--- config.mk ---
export PLATFORM = sky130hd
export DESIGN_NAME = iso8601_timestamp_parser_core_flat
export DESIGN_NICKNAME = d
export VERILOG_FILES = /design/src/tsp_pkg.sv /design/src/tsp_req_if.sv /design/src/tsp_rsp_if.sv /design/src/iso8601_timestamp_parser_core.sv /design/src/flat_wrapper.sv
export SDC_FILE = /design/constraint.sdc
export NUM_CORES = 1
export LEC_CHECK = 0
export BUFFER_PORTS_ARGS = -buffer_cell sky130_fd_sc_hd__buf_2
export CAP_MARGIN = 10
export CORE_MARGIN = 10
export CORE_UTILIZATION = 60
export DETAILED_ROUTE_END_ITERATION = 8
export PLACE_DENSITY_LB_ADDON = 0.3
export SLEW_MARGIN = 40
export SYNTH_ARGS = -nofsm -noshare
export SYNTH_HDL_FRONTEND = slang
export SYNTH_SLANG_ARGS = --single-unit
export TNS_END_PERCENT = 20
--- constraint.sdc ---
create_clock -name clock -period 6.3 [get_ports clock]
set_input_delay 0 -clock clock [delete_from_list [all_inputs] [get_ports clock]]
set_output_delay 0 -clock clock [all_outputs]
set_load 0.005 [all_outputs]
--- src/tsp_pkg.sv ---
// Package of shared types, character constants and field range limits for the timestamp parser.
`default_nettype none

package tsp_pkg;

   typedef logic [7:0]         char_type;
   typedef logic [13:0]        year_type;
   typedef logic [3:0]         month_type;
   typedef logic [4:0]         day_type;
   typedef logic [4:0]         hour_type;
   typedef logic [5:0]         minute_type;
   typedef logic [5:0]         second_type;
   typedef logic signed [5:0]  zone_hour_type;
   typedef logic signed [6:0]  zone_minute_type;

   localparam char_type CHAR_0     = 8'h30;
   localparam char_type CHAR_9     = 8'h39;
   localparam char_type CHAR_DASH  = 8'h2D;
   localparam char_type CHAR_PLUS  = 8'h2B;
   localparam char_type CHAR_COLON = 8'h3A;
   localparam char_type CHAR_SPACE = 8'h20;
   localparam char_type CHAR_T     = 8'h54;
   localparam char_type CHAR_Z     = 8'h5A;

   localparam logic [13:0] MONTH_MAX = 14'd12;
   localparam logic [13:0] DAY_MAX   = 14'd31;
   localparam logic [13:0] HOUR_LIM  = 14'd24;
   localparam logic [13:0] MIN_LIM   = 14'd60;

endpackage

`default_nettype wire

--- src/tsp_req_if.sv ---
// Character channel interface: one character and its end-of-string flag.
`default_nettype none

interface tsp_req_if;
   logic               valid;
   logic               ready;
   tsp_pkg::char_type  char_byte;
   logic               last_of_string;

   modport source (output valid, output char_byte, output last_of_string, input ready);
   modport sink   (input valid, input char_byte, input last_of_string, output ready);
endinterface

`default_nettype wire

--- src/tsp_rsp_if.sv ---
// Result channel interface: the parsed date, time and zone offset of one string.
`default_nettype none

interface tsp_rsp_if;
   logic                      valid;
   logic                      ready;
   logic                      valid_res;
   tsp_pkg::year_type         year;
   tsp_pkg::month_type        month;
   tsp_pkg::day_type          day;
   tsp_pkg::hour_type         hour;
   tsp_pkg::minute_type       minute;
   tsp_pkg::second_type       second;
   tsp_pkg::zone_hour_type    offset_hours;
   tsp_pkg::zone_minute_type  offset_minutes;

   modport source (output valid, output valid_res, output year, output month, output day,
                   output hour, output minute, output second, output offset_hours,
                   output offset_minutes, input ready);
   modport sink   (input valid, input valid_res, input year, input month, input day,
                   input hour, input minute, input second, input offset_hours,
                   input offset_minutes, output ready);
endinterface

`default_nettype wire

--- src/iso8601_timestamp_parser_core.sv ---
// Streaming ISO 8601 date-time parser: one character per transaction, one result per string.
//
// The req_chan channel carries one ASCII character per transaction, with last_of_string
// set on the final character of a string. The rsp_chan channel carries exactly one
// transaction per string: valid_res, the date and time fields and the signed zone offset,
// all fields zero when the string did not match the grammar or a range check.
// A character is taken in every cycle in which req_chan.ready is high, by the single pass
// through the grammar position decode and the multiply-by-ten accumulate.
// The result of a string is presented in the cycle after its last character is accepted,
// from an output register that holds it until the receiver takes it.
// While that register is full and rsp_chan.ready is low, req_chan.ready is low, so the
// parser stalls without losing or repeating anything; when the receiver takes the result
// in the same cycle, a new character is still accepted.
// A synchronous, active-high reset returns the parser to the first year digit with the
// error flag and all fields cleared, and empties the output register.
// After the last character of every string the parser state returns to the same reset
// values, so strings follow one another with no gap.
`default_nettype none

module iso8601_timestamp_parser_core (
   input  wire        clock,
   input  wire        reset,
   tsp_req_if.sink    req_chan,
   tsp_rsp_if.source  rsp_chan
);

   // Grammar positions: each names the character expected next.
   localparam logic [4:0] POS_YEAR0    = 5'd0;
   localparam logic [4:0] POS_YEAR1    = 5'd1;
   localparam logic [4:0] POS_YEAR2    = 5'd2;
   localparam logic [4:0] POS_YEAR3    = 5'd3;
   localparam logic [4:0] POS_DASH1    = 5'd4;
   localparam logic [4:0] POS_MONTH0   = 5'd5;
   localparam logic [4:0] POS_MONTH1   = 5'd6;
   localparam logic [4:0] POS_DASH2    = 5'd7;
   localparam logic [4:0] POS_DAY0     = 5'd8;
   localparam logic [4:0] POS_DAY1     = 5'd9;
   localparam logic [4:0] POS_SEP      = 5'd10;
   localparam logic [4:0] POS_HOUR0    = 5'd11;
   localparam logic [4:0] POS_HOUR1    = 5'd12;
   localparam logic [4:0] POS_COLON1   = 5'd13;
   localparam logic [4:0] POS_MIN0     = 5'd14;
   localparam logic [4:0] POS_MIN1     = 5'd15;
   localparam logic [4:0] POS_AFT_MIN  = 5'd16;
   localparam logic [4:0] POS_SEC0     = 5'd17;
   localparam logic [4:0] POS_SEC1     = 5'd18;
   localparam logic [4:0] POS_AFT_SEC  = 5'd19;
   localparam logic [4:0] POS_AFT_Z    = 5'd20;
   localparam logic [4:0] POS_ZH0      = 5'd21;
   localparam logic [4:0] POS_ZH1      = 5'd22;
   localparam logic [4:0] POS_AFT_ZH   = 5'd23;
   localparam logic [4:0] POS_AFT_ZCOL = 5'd24;
   localparam logic [4:0] POS_ZM1      = 5'd25;
   localparam logic [4:0] POS_DONE     = 5'd26;

   // Parser state.
   logic [4:0]              pos_ff, pos_in;
   logic [13:0]             acc_ff, acc_in;
   logic                    err_ff, err_in;
   logic                    neg_ff, neg_in;
   tsp_pkg::year_type       year_ff, year_in;
   tsp_pkg::month_type      month_ff, month_in;
   tsp_pkg::day_type        day_ff, day_in;
   tsp_pkg::hour_type       hour_ff, hour_in;
   tsp_pkg::minute_type     minute_ff, minute_in;
   tsp_pkg::second_type     second_ff, second_in;
   logic [4:0]              zhour_ff, zhour_in;
   logic [5:0]              zmin_ff, zmin_in;

   // Output register.
   logic                      rsp_valid_ff, rsp_valid_in;
   logic                      res_ok_ff, res_ok_in;
   tsp_pkg::year_type         res_year_ff, res_year_in;
   tsp_pkg::month_type        res_month_ff, res_month_in;
   tsp_pkg::day_type          res_day_ff, res_day_in;
   tsp_pkg::hour_type         res_hour_ff, res_hour_in;
   tsp_pkg::minute_type       res_minute_ff, res_minute_in;
   tsp_pkg::second_type       res_second_ff, res_second_in;
   tsp_pkg::zone_hour_type    res_zhour_ff, res_zhour_in;
   tsp_pkg::zone_minute_type  res_zmin_ff, res_zmin_in;

   logic                accept;
   logic                last;
   tsp_pkg::char_type   ch;
   logic                dig;
   logic [3:0]          digit;
   logic [13:0]         acc_mac;
   logic                ok;

   assign ch     = req_chan.char_byte;
   assign last   = req_chan.last_of_string;
   assign accept = req_chan.valid && req_chan.ready;

   // The parser can take a character whenever the output register is empty or being emptied.
   assign req_chan.ready = !rsp_valid_ff || rsp_chan.ready;

   assign dig     = (ch >= tsp_pkg::CHAR_0) && (ch <= tsp_pkg::CHAR_9);
   assign digit   = dig ? 4'(ch - tsp_pkg::CHAR_0) : 4'd0;
   // acc * 10 + digit, kept to the accumulator width.
   assign acc_mac = {acc_ff[10:0], 3'b000} + {acc_ff[12:0], 1'b0} + {10'd0, digit};

   // Next parser state after one character.
   always_comb begin
      pos_in    = pos_ff;
      acc_in    = acc_ff;
      err_in    = err_ff;
      neg_in    = neg_ff;
      year_in   = year_ff;
      month_in  = month_ff;
      day_in    = day_ff;
      hour_in   = hour_ff;
      minute_in = minute_ff;
      second_in = second_ff;
      zhour_in  = zhour_ff;
      zmin_in   = zmin_ff;

      if (!err_ff) begin
         unique case (pos_ff)
            POS_YEAR0, POS_MONTH0, POS_DAY0, POS_HOUR0, POS_MIN0, POS_SEC0, POS_ZH0: begin
               if (dig) begin
                  acc_in = {10'd0, digit};
                  pos_in = pos_ff + 5'd1;
               end else begin
                  err_in = 1'b1;
               end
            end
            POS_YEAR1, POS_YEAR2: begin
               if (dig) begin
                  acc_in = acc_mac;
                  pos_in = pos_ff + 5'd1;
               end else begin
                  err_in = 1'b1;
               end
            end
            POS_DASH1, POS_DASH2: begin
               if (ch == tsp_pkg::CHAR_DASH) pos_in = pos_ff + 5'd1;
               else err_in = 1'b1;
            end
            POS_COLON1: begin
               if (ch == tsp_pkg::CHAR_COLON) pos_in = POS_MIN0;
               else err_in = 1'b1;
            end
            POS_SEP: begin
               if (ch == tsp_pkg::CHAR_T || ch == tsp_pkg::CHAR_SPACE) pos_in = POS_HOUR0;
               else err_in = 1'b1;
            end
            POS_AFT_MIN, POS_AFT_SEC: begin
               // After minutes a colon opens the seconds; otherwise a zone or nothing.
               if (pos_ff == POS_AFT_MIN && ch == tsp_pkg::CHAR_COLON) begin
                  pos_in = POS_SEC0;
               end else if (ch == tsp_pkg::CHAR_Z) begin
                  pos_in = POS_AFT_Z;
               end else if (ch == tsp_pkg::CHAR_PLUS || ch == tsp_pkg::CHAR_DASH) begin
                  neg_in = (ch == tsp_pkg::CHAR_DASH);
                  pos_in = POS_ZH0;
               end else begin
                  err_in = 1'b1;
               end
            end
            POS_AFT_ZH: begin
               if (ch == tsp_pkg::CHAR_COLON) begin
                  pos_in = POS_AFT_ZCOL;
               end else if (dig) begin
                  acc_in = {10'd0, digit};
                  pos_in = POS_ZM1;
               end else begin
                  err_in = 1'b1;
               end
            end
            POS_AFT_ZCOL: begin
               if (dig) begin
                  acc_in = {10'd0, digit};
                  pos_in = POS_ZM1;
               end else begin
                  err_in = 1'b1;
               end
            end
            POS_YEAR3, POS_MONTH1, POS_DAY1, POS_HOUR1, POS_MIN1, POS_SEC1, POS_ZH1,
            POS_ZM1: begin
               // Last digit of a field: complete it, check its range and store it.
               if (!dig) begin
                  err_in = 1'b1;
               end else begin
                  acc_in = acc_mac;
                  unique case (pos_ff)
                     POS_YEAR3: begin
                        year_in = acc_mac;
                        pos_in  = POS_DASH1;
                     end
                     POS_MONTH1: begin
                        if (acc_mac == 14'd0 || acc_mac > tsp_pkg::MONTH_MAX) begin
                           err_in = 1'b1;
                        end else begin
                           month_in = acc_mac[3:0];
                           pos_in   = POS_DASH2;
                        end
                     end
                     POS_DAY1: begin
                        if (acc_mac == 14'd0 || acc_mac > tsp_pkg::DAY_MAX) begin
                           err_in = 1'b1;
                        end else begin
                           day_in = acc_mac[4:0];
                           pos_in = POS_SEP;
                        end
                     end
                     POS_HOUR1: begin
                        if (acc_mac >= tsp_pkg::HOUR_LIM) begin
                           err_in = 1'b1;
                        end else begin
                           hour_in = acc_mac[4:0];
                           pos_in  = POS_COLON1;
                        end
                     end
                     POS_MIN1: begin
                        if (acc_mac >= tsp_pkg::MIN_LIM) begin
                           err_in = 1'b1;
                        end else begin
                           minute_in = acc_mac[5:0];
                           pos_in    = POS_AFT_MIN;
                        end
                     end
                     POS_SEC1: begin
                        if (acc_mac >= tsp_pkg::MIN_LIM) begin
                           err_in = 1'b1;
                        end else begin
                           second_in = acc_mac[5:0];
                           pos_in    = POS_AFT_SEC;
                        end
                     end
                     POS_ZH1: begin
                        if (acc_mac >= tsp_pkg::HOUR_LIM) begin
                           err_in = 1'b1;
                        end else begin
                           zhour_in = acc_mac[4:0];
                           pos_in   = POS_AFT_ZH;
                        end
                     end
                     default: begin
                        if (acc_mac >= tsp_pkg::MIN_LIM) begin
                           err_in = 1'b1;
                        end else begin
                           zmin_in = acc_mac[5:0];
                           pos_in  = POS_DONE;
                        end
                     end
                  endcase
               end
            end
            default: begin
               // Anything after a complete string, or an unused position, is an error.
               err_in = 1'b1;
            end
         endcase
      end
   end

   // Result of a string, formed from the state after its last character.
   always_comb begin
      ok = !err_in && (pos_in == POS_AFT_MIN || pos_in == POS_AFT_SEC ||
                       pos_in == POS_AFT_Z || pos_in == POS_AFT_ZH ||
                       pos_in == POS_AFT_ZCOL || pos_in == POS_DONE);
      res_ok_in     = ok;
      res_year_in   = ok ? year_in   : '0;
      res_month_in  = ok ? month_in  : '0;
      res_day_in    = ok ? day_in    : '0;
      res_hour_in   = ok ? hour_in   : '0;
      res_minute_in = ok ? minute_in : '0;
      res_second_in = ok ? second_in : '0;
      res_zhour_in  = '0;
      res_zmin_in   = '0;
      if (ok) begin
         res_zhour_in = neg_in ? -$signed({1'b0, zhour_in}) : $signed({1'b0, zhour_in});
         res_zmin_in  = neg_in ? -$signed({1'b0, zmin_in})  : $signed({1'b0, zmin_in});
      end
   end

   // The output register fills on the last character and empties when the receiver takes it.
   always_comb begin
      if (accept && last) rsp_valid_in = 1'b1;
      else if (rsp_chan.ready) rsp_valid_in = 1'b0;
      else rsp_valid_in = rsp_valid_ff;
   end

   always_ff @(posedge clock) begin
      if (reset || (accept && last)) begin
         // Reset and the end of every string leave the parser in the same start state.
         pos_ff    <= POS_YEAR0;
         acc_ff    <= '0;
         err_ff    <= 1'b0;
         neg_ff    <= 1'b0;
         year_ff   <= '0;
         month_ff  <= '0;
         day_ff    <= '0;
         hour_ff   <= '0;
         minute_ff <= '0;
         second_ff <= '0;
         zhour_ff  <= '0;
         zmin_ff   <= '0;
      end else if (accept) begin
         pos_ff    <= pos_in;
         acc_ff    <= acc_in;
         err_ff    <= err_in;
         neg_ff    <= neg_in;
         year_ff   <= year_in;
         month_ff  <= month_in;
         day_ff    <= day_in;
         hour_ff   <= hour_in;
         minute_ff <= minute_in;
         second_ff <= second_in;
         zhour_ff  <= zhour_in;
         zmin_ff   <= zmin_in;
      end
   end

   always_ff @(posedge clock) begin
      if (reset) begin
         rsp_valid_ff <= 1'b0;
      end else begin
         rsp_valid_ff <= rsp_valid_in;
      end
   end

   always_ff @(posedge clock) begin
      if (accept && last) begin
         res_ok_ff     <= res_ok_in;
         res_year_ff   <= res_year_in;
         res_month_ff  <= res_month_in;
         res_day_ff    <= res_day_in;
         res_hour_ff   <= res_hour_in;
         res_minute_ff <= res_minute_in;
         res_second_ff <= res_second_in;
         res_zhour_ff  <= res_zhour_in;
         res_zmin_ff   <= res_zmin_in;
      end
   end

   assign rsp_chan.valid          = rsp_valid_ff;
   assign rsp_chan.valid_res      = res_ok_ff;
   assign rsp_chan.year           = res_year_ff;
   assign rsp_chan.month          = res_month_ff;
   assign rsp_chan.day            = res_day_ff;
   assign rsp_chan.hour           = res_hour_ff;
   assign rsp_chan.minute         = res_minute_ff;
   assign rsp_chan.second         = res_second_ff;
   assign rsp_chan.offset_hours   = res_zhour_ff;
   assign rsp_chan.offset_minutes = res_zmin_ff;

endmodule

`default_nettype wire
--- src/flat_wrapper.sv ---
// flat-port wrapper written by rule: the top's interface ports become plain ports
module iso8601_timestamp_parser_core_flat 
  (clock, reset, req_chan_valid, req_chan_char_byte, req_chan_last_of_string, req_chan_ready, rsp_chan_valid, rsp_chan_valid_res, rsp_chan_year, rsp_chan_month, rsp_chan_day, rsp_chan_hour, rsp_chan_minute, rsp_chan_second, rsp_chan_offset_hours, rsp_chan_offset_minutes, rsp_chan_ready);
  tsp_req_if req_chan_i ();
  tsp_rsp_if rsp_chan_i ();
  input  wire clock;
  input  wire reset;
  input wire logic [$bits(req_chan_i.valid)-1:0] req_chan_valid;
  input wire logic [$bits(req_chan_i.char_byte)-1:0] req_chan_char_byte;
  input wire logic [$bits(req_chan_i.last_of_string)-1:0] req_chan_last_of_string;
  output wire logic [$bits(req_chan_i.ready)-1:0] req_chan_ready;
  output wire logic [$bits(rsp_chan_i.valid)-1:0] rsp_chan_valid;
  output wire logic [$bits(rsp_chan_i.valid_res)-1:0] rsp_chan_valid_res;
  output wire logic [$bits(rsp_chan_i.year)-1:0] rsp_chan_year;
  output wire logic [$bits(rsp_chan_i.month)-1:0] rsp_chan_month;
  output wire logic [$bits(rsp_chan_i.day)-1:0] rsp_chan_day;
  output wire logic [$bits(rsp_chan_i.hour)-1:0] rsp_chan_hour;
  output wire logic [$bits(rsp_chan_i.minute)-1:0] rsp_chan_minute;
  output wire logic [$bits(rsp_chan_i.second)-1:0] rsp_chan_second;
  output wire logic [$bits(rsp_chan_i.offset_hours)-1:0] rsp_chan_offset_hours;
  output wire logic [$bits(rsp_chan_i.offset_minutes)-1:0] rsp_chan_offset_minutes;
  input wire logic [$bits(rsp_chan_i.ready)-1:0] rsp_chan_ready;
  assign req_chan_i.valid = req_chan_valid;
  assign req_chan_i.char_byte = req_chan_char_byte;
  assign req_chan_i.last_of_string = req_chan_last_of_string;
  assign req_chan_ready = req_chan_i.ready;
  assign rsp_chan_valid = rsp_chan_i.valid;
  assign rsp_chan_valid_res = rsp_chan_i.valid_res;
  assign rsp_chan_year = rsp_chan_i.year;
  assign rsp_chan_month = rsp_chan_i.month;
  assign rsp_chan_day = rsp_chan_i.day;
  assign rsp_chan_hour = rsp_chan_i.hour;
  assign rsp_chan_minute = rsp_chan_i.minute;
  assign rsp_chan_second = rsp_chan_i.second;
  assign rsp_chan_offset_hours = rsp_chan_i.offset_hours;
  assign rsp_chan_offset_minutes = rsp_chan_i.offset_minutes;
  assign rsp_chan_i.ready = rsp_chan_ready;
  iso8601_timestamp_parser_core u_core (.clock(clock), .reset(reset), .req_chan(req_chan_i), .rsp_chan(rsp_chan_i));
endmodule
Yosys cells after proc, flatten, opt, wreduce, memory -nomap -nowiden
Index checks and enable logic that the tools add are counted.

Eq/ne operators: 38. Bitwise operators: 1. Reductions and logical operators: 33. Mux-type cells: 89. Magnitude comparators: 6. Add/sub/neg operators: 6.

Operators by type and width (count): 5-bit two-way mux (34); 14-bit two-way mux (7); 6-bit two-way mux (16); 5-bit == test, second input constant (15); 14-bit case mux with 3 select lines (1); 5-bit by 4-bit == test with 1-bit output, second input constant (8); 5-bit case mux with 8 select lines (1); 5-bit case mux with 7 select lines (1); 8-bit by 6-bit == test with 1-bit output, second input constant (4); 4-bit two-way mux (6); 1-bit two-way mux (21); 5-bit by 3-bit == test with 1-bit output, second input constant (4); 10-bit OR reduction (2); 8-bit by 7-bit == test with 1-bit output, second input constant (2); 8-bit OR reduction (2); 14-bit adder (1); 14-bit by 4-bit adder with 14-bit output (1); 14-bit by 5-bit >= comparator with 1-bit output, second input constant (1); 14-bit by 6-bit >= comparator with 1-bit output, second input constant (1); 14-bit by 4-bit > comparator with 1-bit output, second input constant (1); 14-bit by 5-bit > comparator with 1-bit output, second input constant (1); 14-bit zero test (1); 1-bit logical OR (11); 5-bit by 2-bit == test with 1-bit output, second input constant (2); 22 further kinds (29).

Output and inout bits: 56. Flip-flop bits (word level): 127. Logic and storage cells: 197.

Longest topological paths before layout
Gate-level depths: netlist of the first run.

Word-level depth: 19. Depth in mapped cells: 24. Depth with buffers taken out: 20.

Worst setup path after synthesis of the first run
No wires, ideal clock.

Path kind: input -> register. Start: input port req_chan_char_byte[1]. End: register u_core.res_zmin_ff[6] (netlist: u_core.rsp_chan.offset_minutes[6]) (data pin). Cell stages on the path: 21. Path buffers: 4. Slack: 1.235 ns. Arrival: 4.791 ns. Path through: buf_2 -> o21ai_0 -> and3_1 -> buf_4 -> clkbuf_1 -> nand2_1 -> fa_1 -> fa_1 -> nand2b_1 -> a21oi_1 -> xnor2_1 -> o21ai_1 -> or2_1 -> buf_2 -> nor4_4 -> mux2i_1 -> ha_1 -> nand3b_1 -> mux2_2 -> o311ai_0 -> a21oi_1.

Word-level cells in the longest chain between the ends: 19.

RTL lines: start: declaration (line flat_wrapper.sv:9) `input wire logic [$bits(req_chan_i.char_byte)-1:0] req_chan_char_byte;`; 8-bit by 6-bit >= comparator with 1-bit output or 8-bit by 6-bit less-or-equal comparator with 1-bit output (tied branches) (line iso8601_timestamp_parser_core.sv:97) `assign dig = (ch >= tsp_pkg::CHAR_0) && (ch <= tsp_pkg::CHAR_9);`; 1-bit logical AND (line iso8601_timestamp_parser_core.sv:97); 4-bit two-way mux (line iso8601_timestamp_parser_core.sv:98) `assign digit = dig ? 4'(ch - tsp_pkg::CHAR_0) : 4'd0;`; 14-bit by 4-bit adder with 14-bit output (line iso8601_timestamp_parser_core.sv:100) `assign acc_mac = {acc_ff[10:0], 3'b000} + {acc_ff[12:0], 1'b0} + {10'd0, digit};`; 14-bit by 5-bit > comparator with 1-bit output, or another cell as far along (line iso8601_timestamp_parser_core.sv:199) `if (acc_mac == 14'd0 || acc_mac > tsp_pkg::DAY_MAX) begin`; 1-bit logical OR (on tied branches) (line iso8601_timestamp_parser_core.sv:199, iso8601_timestamp_parser_core.sv:191); 5-bit two-way mux (on tied branches) (line iso8601_timestamp_parser_core.sv:199, iso8601_timestamp_parser_core.sv:191); 5-bit case mux with 7 select lines (line iso8601_timestamp_parser_core.sv:185) `unique case (pos_ff)`; 5-bit two-way mux (line iso8601_timestamp_parser_core.sv:181) `if (!dig) begin`; 5-bit case mux with 8 select lines (line iso8601_timestamp_parser_core.sv:118) `unique case (pos_ff)`; 5-bit two-way mux (line iso8601_timestamp_parser_core.sv:117) `if (!err_ff) begin`; 5-bit == test (line iso8601_timestamp_parser_core.sv:259) `ok = !err_in && (pos_in == POS_AFT_MIN || pos_in == POS_AFT_SEC ||`; 1-bit logical OR (2 in a row) (line iso8601_timestamp_parser_core.sv:259); 1-bit logical OR (2 in a row) (line iso8601_timestamp_parser_core.sv:260) `pos_in == POS_AFT_Z || pos_in == POS_AFT_ZH ||`; 1-bit logical OR (line iso8601_timestamp_parser_core.sv:261) `pos_in == POS_AFT_ZCOL || pos_in == POS_DONE);`; 1-bit logical AND (line iso8601_timestamp_parser_core.sv:259); 2-bit AND reduction (no line); end signal: assignment (line iso8601_timestamp_parser_core.sv:333) `res_zmin_ff <= res_zmin_in;`; end: declaration (line iso8601_timestamp_parser_core.sv:80) `tsp_pkg::zone_minute_type res_zmin_ff, res_zmin_in;`.

Parallel ways exist; a longest one is shown, timed or not. A chain may end at the register's enable or synchronous reset.

Worst setup path after layout of the first run
Start: register u_core.pos_ff[0]. End: register u_core.res_year_ff[0] (netlist: u_core.rsp_chan.year[0]) (data pin).

Word-level cells in the longest chain between the ends: 12.

RTL lines: start: declaration (line iso8601_timestamp_parser_core.sv:57) `logic [4:0] pos_ff, pos_in;`; start signal: assignment (line iso8601_timestamp_parser_core.sv:300) `pos_ff <= pos_in;`; 5-bit == test, or another cell as far along (line iso8601_timestamp_parser_core.sv:118, iso8601_timestamp_parser_core.sv:185); 5-bit case mux with 7 select lines, or another cell as far along (line iso8601_timestamp_parser_core.sv:185); 5-bit two-way mux (on tied branches) (line iso8601_timestamp_parser_core.sv:181, iso8601_timestamp_parser_core.sv:149); 5-bit case mux with 8 select lines (line iso8601_timestamp_parser_core.sv:118); 5-bit two-way mux (line iso8601_timestamp_parser_core.sv:117); 5-bit == test (line iso8601_timestamp_parser_core.sv:259); 1-bit logical OR (2 in a row) (line iso8601_timestamp_parser_core.sv:259); 1-bit logical OR (2 in a row) (line iso8601_timestamp_parser_core.sv:260); 1-bit logical OR (line iso8601_timestamp_parser_core.sv:261); 1-bit logical AND (line iso8601_timestamp_parser_core.sv:259); end signal: assignment (line iso8601_timestamp_parser_core.sv:326) `res_year_ff <= res_year_in;`; end: declaration (line iso8601_timestamp_parser_core.sv:73) `tsp_pkg::year_type res_year_ff, res_year_in;`.

Parallel ways exist; a longest one is shown, timed or not.

==> metrics.md, run 1 <==
| Metric | Value |
|---|---|
| Hold Crit Endpoint | u_core.acc_ff[3] |
| Hold Crit Class | in -> reg |
| Yosys reg bits | 126 |
| Worst EP arrival | 5.34 ns |
| Post-synth top flop | dfxtp_1 |
| Final design utilization | 0.692 |
| Cell Area, Synth | 0.00818 mm^2 |
| Ys async rst share | 0 |
| Final Setup Violations | 0 |
| Post-synth EDFFs | 54 |
| Layout cells sized above 1 | 0.183 |
| Number of fill cells | 1072 |
| Syn Nets | 974 |
| Post-CTS sizing | 0 |
| Slew at the pin closest to its max-slew limit | 0.871 ns |
| Synth area leaders | edfxtp_1 20%, dfxtp_1 18%, a21oi_1 5.8% |
| Syn. warnings | 0 |
| Total die area | 0.0187 mm^2 |
| CTS Buf Count | 17 |
| Power per cell area | 209 mW/mm^2 |
| Max Cap Violations | 0 |
| Nets | 1017 |
| Final GP Congestion | 0.986 |
| Inst Count DP | 1126 |
| Path type of the worst setup path | reg -> reg |
| Antenna Violating Nets Remaining | 0 |
| Port bufs | 68 |
| Area growth from synthesis to layout | 12.5% |
| Peak Freq | 0.197 GHz |
| DR vias/cell | 6.45 |
| Cells after Synth | 929 |
| Fin cells | 1161 |
| FP Rows | 42 |
| Crit path launch type | register |
| Root Buffer Master | clkbuf_16 |
| Worst-path fanout max | 25 |
| WHS Path Cells | 5 |
| Unrepaired setup endpoints after global routing | false |
| Status | completed |
| Setup_tns | 0 ns |
| Post-layout minimum cycle time | 5.09 ns |
| Die width | 137 um |
| Period utilization | 0.807 |
| Mean post-synth cell area | 8.80 um^2 |
| Multi-input gate area | 0.00476 mm^2 |
| CTS tree | yes |
| Max clock buf depth | 2 |
| Reg clk slew, reported paths | 0.06 ns |
| CP Capture Type | register |
| Reg2reg start | u_core.pos_ff[0] |
| Slew headroom | 0.415 |
| Clk_skew | 0.0133 ns |
| Final wirelength | 23300 um |
| FF+latch area | 0.00306 mm^2 |
| Routed length per instance | 20.1 um |
| Final Hold Fails | 0 |
| Later-pin clock latency in the skew report | 0.43 ns |
| Maximum vdd drop | 0.163 mV |
| R2r setup slk | 1.21 ns |
| TritonCTS Sinks | 126 |
| Count of final max-slew check failures | 0 |
| Number of global-route vias before repair | 7007 |
| Via count | 7493 |
| H-tree depth | 4 |
| Largest area contributor in the netlist | edfxtp_1 |
| Core area | 0.0133 mm^2 |
| Req. time, crit path | 6.55 ns |
| P_leak | 3.35 nW |
| Commonest non-fill, non-tap cell in the layout | nor2_1 |
| Hold slack | 0.114 ns |
| GRT Total Usage | 0.251 |
| I/O pin cnt | 69 |
| Largest net degree at the start of global routing | 60 |
| Dpl hpwl | 16400 um |
| Most frequent cells in the layout | 104 x nor2_1, 95 x a21oi_1, 88 x nand2_1 |
| Diodes inserted | 0 |
| Starting Density | 0.615 |
| Synth unique cells | 93 |
| Initial antenna violation count | 0 |
| First-pass iteration count of the detailed router | 5 |
| Initial DRC count | 730 |
| Gr ovfl total | 0 |
| Critical R2R Capture | u_core.rsp_chan.year[0] |
| Area share of the largest cell type after synthesis | 0.198 |
| Global-route wire length before repair | 37400 um |
| R2R depth | 14 |
| DRC | 0 |
| Register area share after synthesis | 0.374 |
| Die height | 137 um |
| Worst Hold Launch | req_chan_char_byte[3] |
per-layer routing:
layer / track usage / routed length (um) / up-vias
met2: 0.398 / 11100 / 301
li1: - / - / 3568
met1: 0.328 / 10000 / 3578
met5: 0 / 0 / -
met3: 0.0565 / 1640 / 46
met4: 0.0917 / 544 / 0
synth_stat cells (7+ instances only):
cell type,number
and3_1,7
xnor2_1,11
nand2_1,89
ha_1,30
edfxtp_1,54
nor3_1,17
nor2_1,105
nand4_1,15
a21oi_1,95
o211ai_1,13
a31oi_1,17
xor2_1,7
nor4_1,8
a211oi_2,15
clkbuf_1,45
a211oi_1,41
dfxtp_1,72
inv_1,18
nand2b_1,7
nand3_1,24
o21ai_0,31
mux2i_1,40
buf_2,16
or2_2,7
power by group:
| group | switching [W] | internal, W |
|---|---|---|
| combinational | 0.0000966 | 0.0000440 |
| sequential | 0.0000106 | 0.000866 |
| clock | 0.000377 | 0.000524 |
registers in the layout, summed over array words and instances, names as in the netlist, 6 cells and up:
register / flops
u_core.acc_ff: 13
u_core.minute_ff: 6
u_core.rsp_chan.minute: 6
u_core.rsp_chan.offset_hours: 6
u_core.rsp_chan.offset_minutes: 7
u_core.rsp_chan.second: 6
u_core.rsp_chan.year: 14
u_core.second_ff: 6
u_core.year_ff: 14
u_core.zmin_ff: 6
through the flow:
step	worst slack [ns]	total power [W]	area, um^2
6_report	1.21	0.00192	9200
5_1_grt	0.914	0.00197	9200
4_1_cts	1.23	0.00192	9190
3_5_place_dp	0.984	0.00103	8610
3_3_place_gp	0.821	0.00103	8610
2_1_floorplan	1.24	0.000984	8180
repair_timing:
action                                 in CTS  in global routing
endpoints found under the hold margin       5                  0
buffers inserted                            0                  0
hold buffers                                3                  0
logic make-up after synthesis:
kind of cell	Yosys count	share of synthesized area
flops	126	0.374
simple gates	335	0.209
xor+xnor	19	0.0213
fa+ha+maj	32	0.0508
compound gates	286	0.246
buf+inv	88	0.0460
mux	43	0.0531
area by class of cell:
class,count,share of cell area
inverters,19,0.00775
clock buffers,20,0.0497
flip-flops and latches,126,0.333
well taps,176,0.0239
clock inverters,12,0.00952
multi-input cells,715,0.518
repair buffers,93,0.0582
worst max path at each step:
stage,cells after the start,slack [ns],to,startpoint
final,14,1.21,u_core.rsp_chan.year[0],u_core.pos_ff[0]
after global routing,20,0.91,u_core.rsp_chan.offset_minutes[3],req_chan_char_byte[7]
after CTS,14,1.23,u_core.rsp_chan.offset_minutes[3],u_core.pos_ff[0]
after detailed placement,20,0.98,u_core.rsp_chan.offset_minutes[3],req_chan_char_byte[7]
after global placement,19,0.82,u_core.rsp_chan.hour[4],req_chan_char_byte[7]
after floorplan,21,1.24,u_core.rsp_chan.offset_minutes[6],req_chan_char_byte[1]
critical path: stages, from the launching register on:
cell and delay (ns):
dfxtp_1 0.65, inv_1 0.29, ha_1 0.41, and4bb_1 0.35, nor2_1 0.12, buf_4 0.16
nand3_2 0.16, o31ai_2 0.54, nor3_1 0.10, a211oi_1 0.56, a21oi_1 0.14, a41oi_2 0.31
nand2_2 0.47, buf_4 0.41, a211oi_1 0.23
(Power assumes the default switching activity.)
==> run 2, diff against run 1 <==
==> constraint.sdc (replaced) <==
create_clock -name clock -period 4.87 [get_ports clock]
set_input_delay 0 -clock clock [delete_from_list [all_inputs] [get_ports clock]]
set_output_delay 0 -clock clock [all_outputs]
set_load 0.005 [all_outputs]
==> run 2 against run 1 <==
  * Global-route usage increased by 1.4 points
  * Die area unchanged
  * Register-to-register slack got worse by 0.94 ns
  * First-iteration DRC count increased by 5.8%
  * Worst setup slack got worse by 0.94 ns
  * Sequential share of layout area decreased by 1.6 points
  * Clock skew decreased by 0.0017 ns
  * Critical path depth unchanged
  * Critical endpoint is now u_core.rsp_chan.offset_minutes[2]
  * Highest routed layer unchanged
==> metrics.md, run 2 (same netlist as run 1, synthesis figures left out) <==
| Metric | Value |
|---|---|
| DRC | 0 |
| Slew at the pin closest to its max-slew limit | 0.757 ns |
| Worst EP arrival | 4.84 ns |
| Initial antenna violation count | 0 |
| Worst Hold Launch | req_chan_char_byte[3] |
| CTS Buf Count | 17 |
| Cell family with the largest share of critical-path delay | compound AO/OA/AOI/OAI gates |
| Via count | 7842 |
| DR vias/cell | 6.48 |
| Dpl hpwl | 17200 um |
| Period utilization | 0.944 |
| Max Cap Violations | 0 |
| Crit-path cells | inv_1 -> fa_1 -> fa_1 -> nand2b_1 -> a21oi_2 -> o211ai_1 -> and3_1 -> o211ai_4 -> nor4_1 -> o31ai_1 -> a31oi_1 -> or3b_2 -> buf_4 -> a211oi_1 |
| I/O pin cnt | 69 |
| GRT Total Usage | 0.265 |
| Power per cell area | 271 mW/mm^2 |
| FP Rows | 42 |
| Post-CTS sizing | 0 |
| Post-Place Setup Slack | -0.00275 ns |
| First-pass iteration count of the detailed router | 7 |
| Die height | 137 um |
| CTS tree | yes |
| DP Area | 0.00902 mm^2 |
| Post-route cell area | 0.00965 mm^2 |
| Area growth from synthesis to layout | 18.0% |
| Port bufs | 68 |
| Reg2reg start | u_core.acc_ff[0] |
| Diodes inserted | 0 |
| Critical path origin | u_core.acc_ff[0] |
| Final Hold Fails | 0 |
| Multi-input gate area | 0.00477 mm^2 |
| Maximum vdd drop | 0.194 mV |
| CP Capture Type | register |
| Max clock buf depth | 2 |
| Unrepaired setup endpoints after global routing | false |
| H-tree depth | 4 |
| Layout cells sized above 1 | 0.221 |
| Largest net degree at the start of global routing | 56 |
| Crit path launch type | register |
| Reg clk slew, reported paths | 0.06 ns |
| CP max stage cell | or3b_2 |
| FF+latch area | 0.00306 mm^2 |
| Gr ovfl total | 0 |
| CTS Hold Buffers Added | 3 |
| CP bufs+invs | 2 |
| Worst Slack Setup Final | 0.272 ns |
| Most frequent CP cell | fa_1 |
| Worst-path fanout max | 10 |
| Path type of the worst setup path | reg -> reg |
| Total die area | 0.0187 mm^2 |
| Status | completed |
| Nets | 1067 |
| Post CTS Setup Buffer Count | 0 |
| Die width | 137 um |
| Initial DRC count | 772 |
| Most frequent cells in the layout | 104 x nor2_1, 94 x a21oi_1, 88 x nand2_1 |
| Root Buffer Master | clkbuf_16 |
| Hold Crit Class | in -> reg |
| Core area | 0.0133 mm^2 |
| Later-pin clock latency in the skew report | 0.44 ns |
| Slew headroom | 0.494 |
| Post-layout minimum cycle time | 4.60 ns |
| P_leak | 3.63 nW |
| Count of final max-slew check failures | 0 |
| Number of global-route vias before repair | 7433 |
| Clk_skew | 0.0116 ns |
| Commonest non-fill, non-tap cell in the layout | nor2_1 |
| Req. time, crit path | 5.11 ns |
| Routed length per instance | 20.6 um |
| Final Setup Violations | 0 |
| Number of fill cells | 963 |
| Antenna Violating Nets Remaining | 0 |
| Peak Freq | 0.217 GHz |
| Starting Density | 0.615 |
| Final wirelength | 24900 um |
| TritonCTS Sinks | 126 |
| Largest stage delay on the critical path | 0.62 ns |
| Global-route wire length before repair | 39400 um |
| Final GP Congestion | 1.03 |
[run 2: changes by cell type in the layout (fill, tap and decap cells not counted), sizes merged]
cell / before / now
buf: 90 / 140
inv: 21 / 26
clkbuf: 20 / 21
clkinv: 8 / 2
[run 2: area by class of cell]
| cell class | instances | share of cell area |
|---|---|---|
| clock buffers | 21 | 0.0522 |
| inverters | 19 | 0.00739 |
| multi-input cells | 715 | 0.494 |
| flip-flops and latches | 126 | 0.317 |
| repair buffers | 143 | 0.0970 |
| clock inverters | 11 | 0.00959 |
| well taps | 176 | 0.0228 |
[run 2: stage by stage]
stage | hold slack, ns | setup TNS [ns] | std cells | total power [W] | util
finish | 0.230 | 0 | 1211 | 0.00262 | 0.726
global placement | 0.189 | 0 | 1176 | 0.00135 | 0.679
CTS | 0.211 | 0 | 1211 | 0.00261 | 0.726
floorplan | 0.0691 | 0 | 929 | 0.00127 | -
detailed placement | 0.194 | -0.00275 | 1176 | 0.00135 | 0.679
global route | 0.278 | 0 | 1211 | 0.00268 | 0.726
[run 2: layer usage]
layer	vias up	global-route usage	routed length, um
met2	385	0.420	11700
li1	3680	-	-
met5	-	0	0
met3	66	0.0576	1960
met4	0	0.113	739
met1	3711	0.342	10600
[run 2: worst paths after layout]
check / to / slack, ns / depth (start not counted)
worst max-delay path: u_core.rsp_chan.offset_minutes[2] / 0.27 / 14
worst min-delay path: u_core.acc_ff[3] / 0.23 / 6
worst max register to register: u_core.rsp_chan.offset_minutes[2] / 0.27 / 14
worst min register to register: u_core.year_ff[1] / 0.46 / 2
[run 2: power by group]
group          internal [W]  switching [W]  leakage [nW]
registers           0.00112      0.0000109          1.10
clock network      0.000755       0.000522         0.291
logic             0.0000723       0.000137          2.24
[run 2: worst reg2reg max path, delay by kind of cell (launching register included)]
| kind | cells | cell delay [ns] |
|---|---|---|
| AND/OR/NAND/NOR | 4 | 1.21 |
| flip-flops | 1 | 0.36 |
| buffers and inverters | 2 | 0.31 |
| AO/OA/AOI/OAI | 6 | 1.58 |
| adder cells (fa/ha/maj) | 2 | 0.95 |
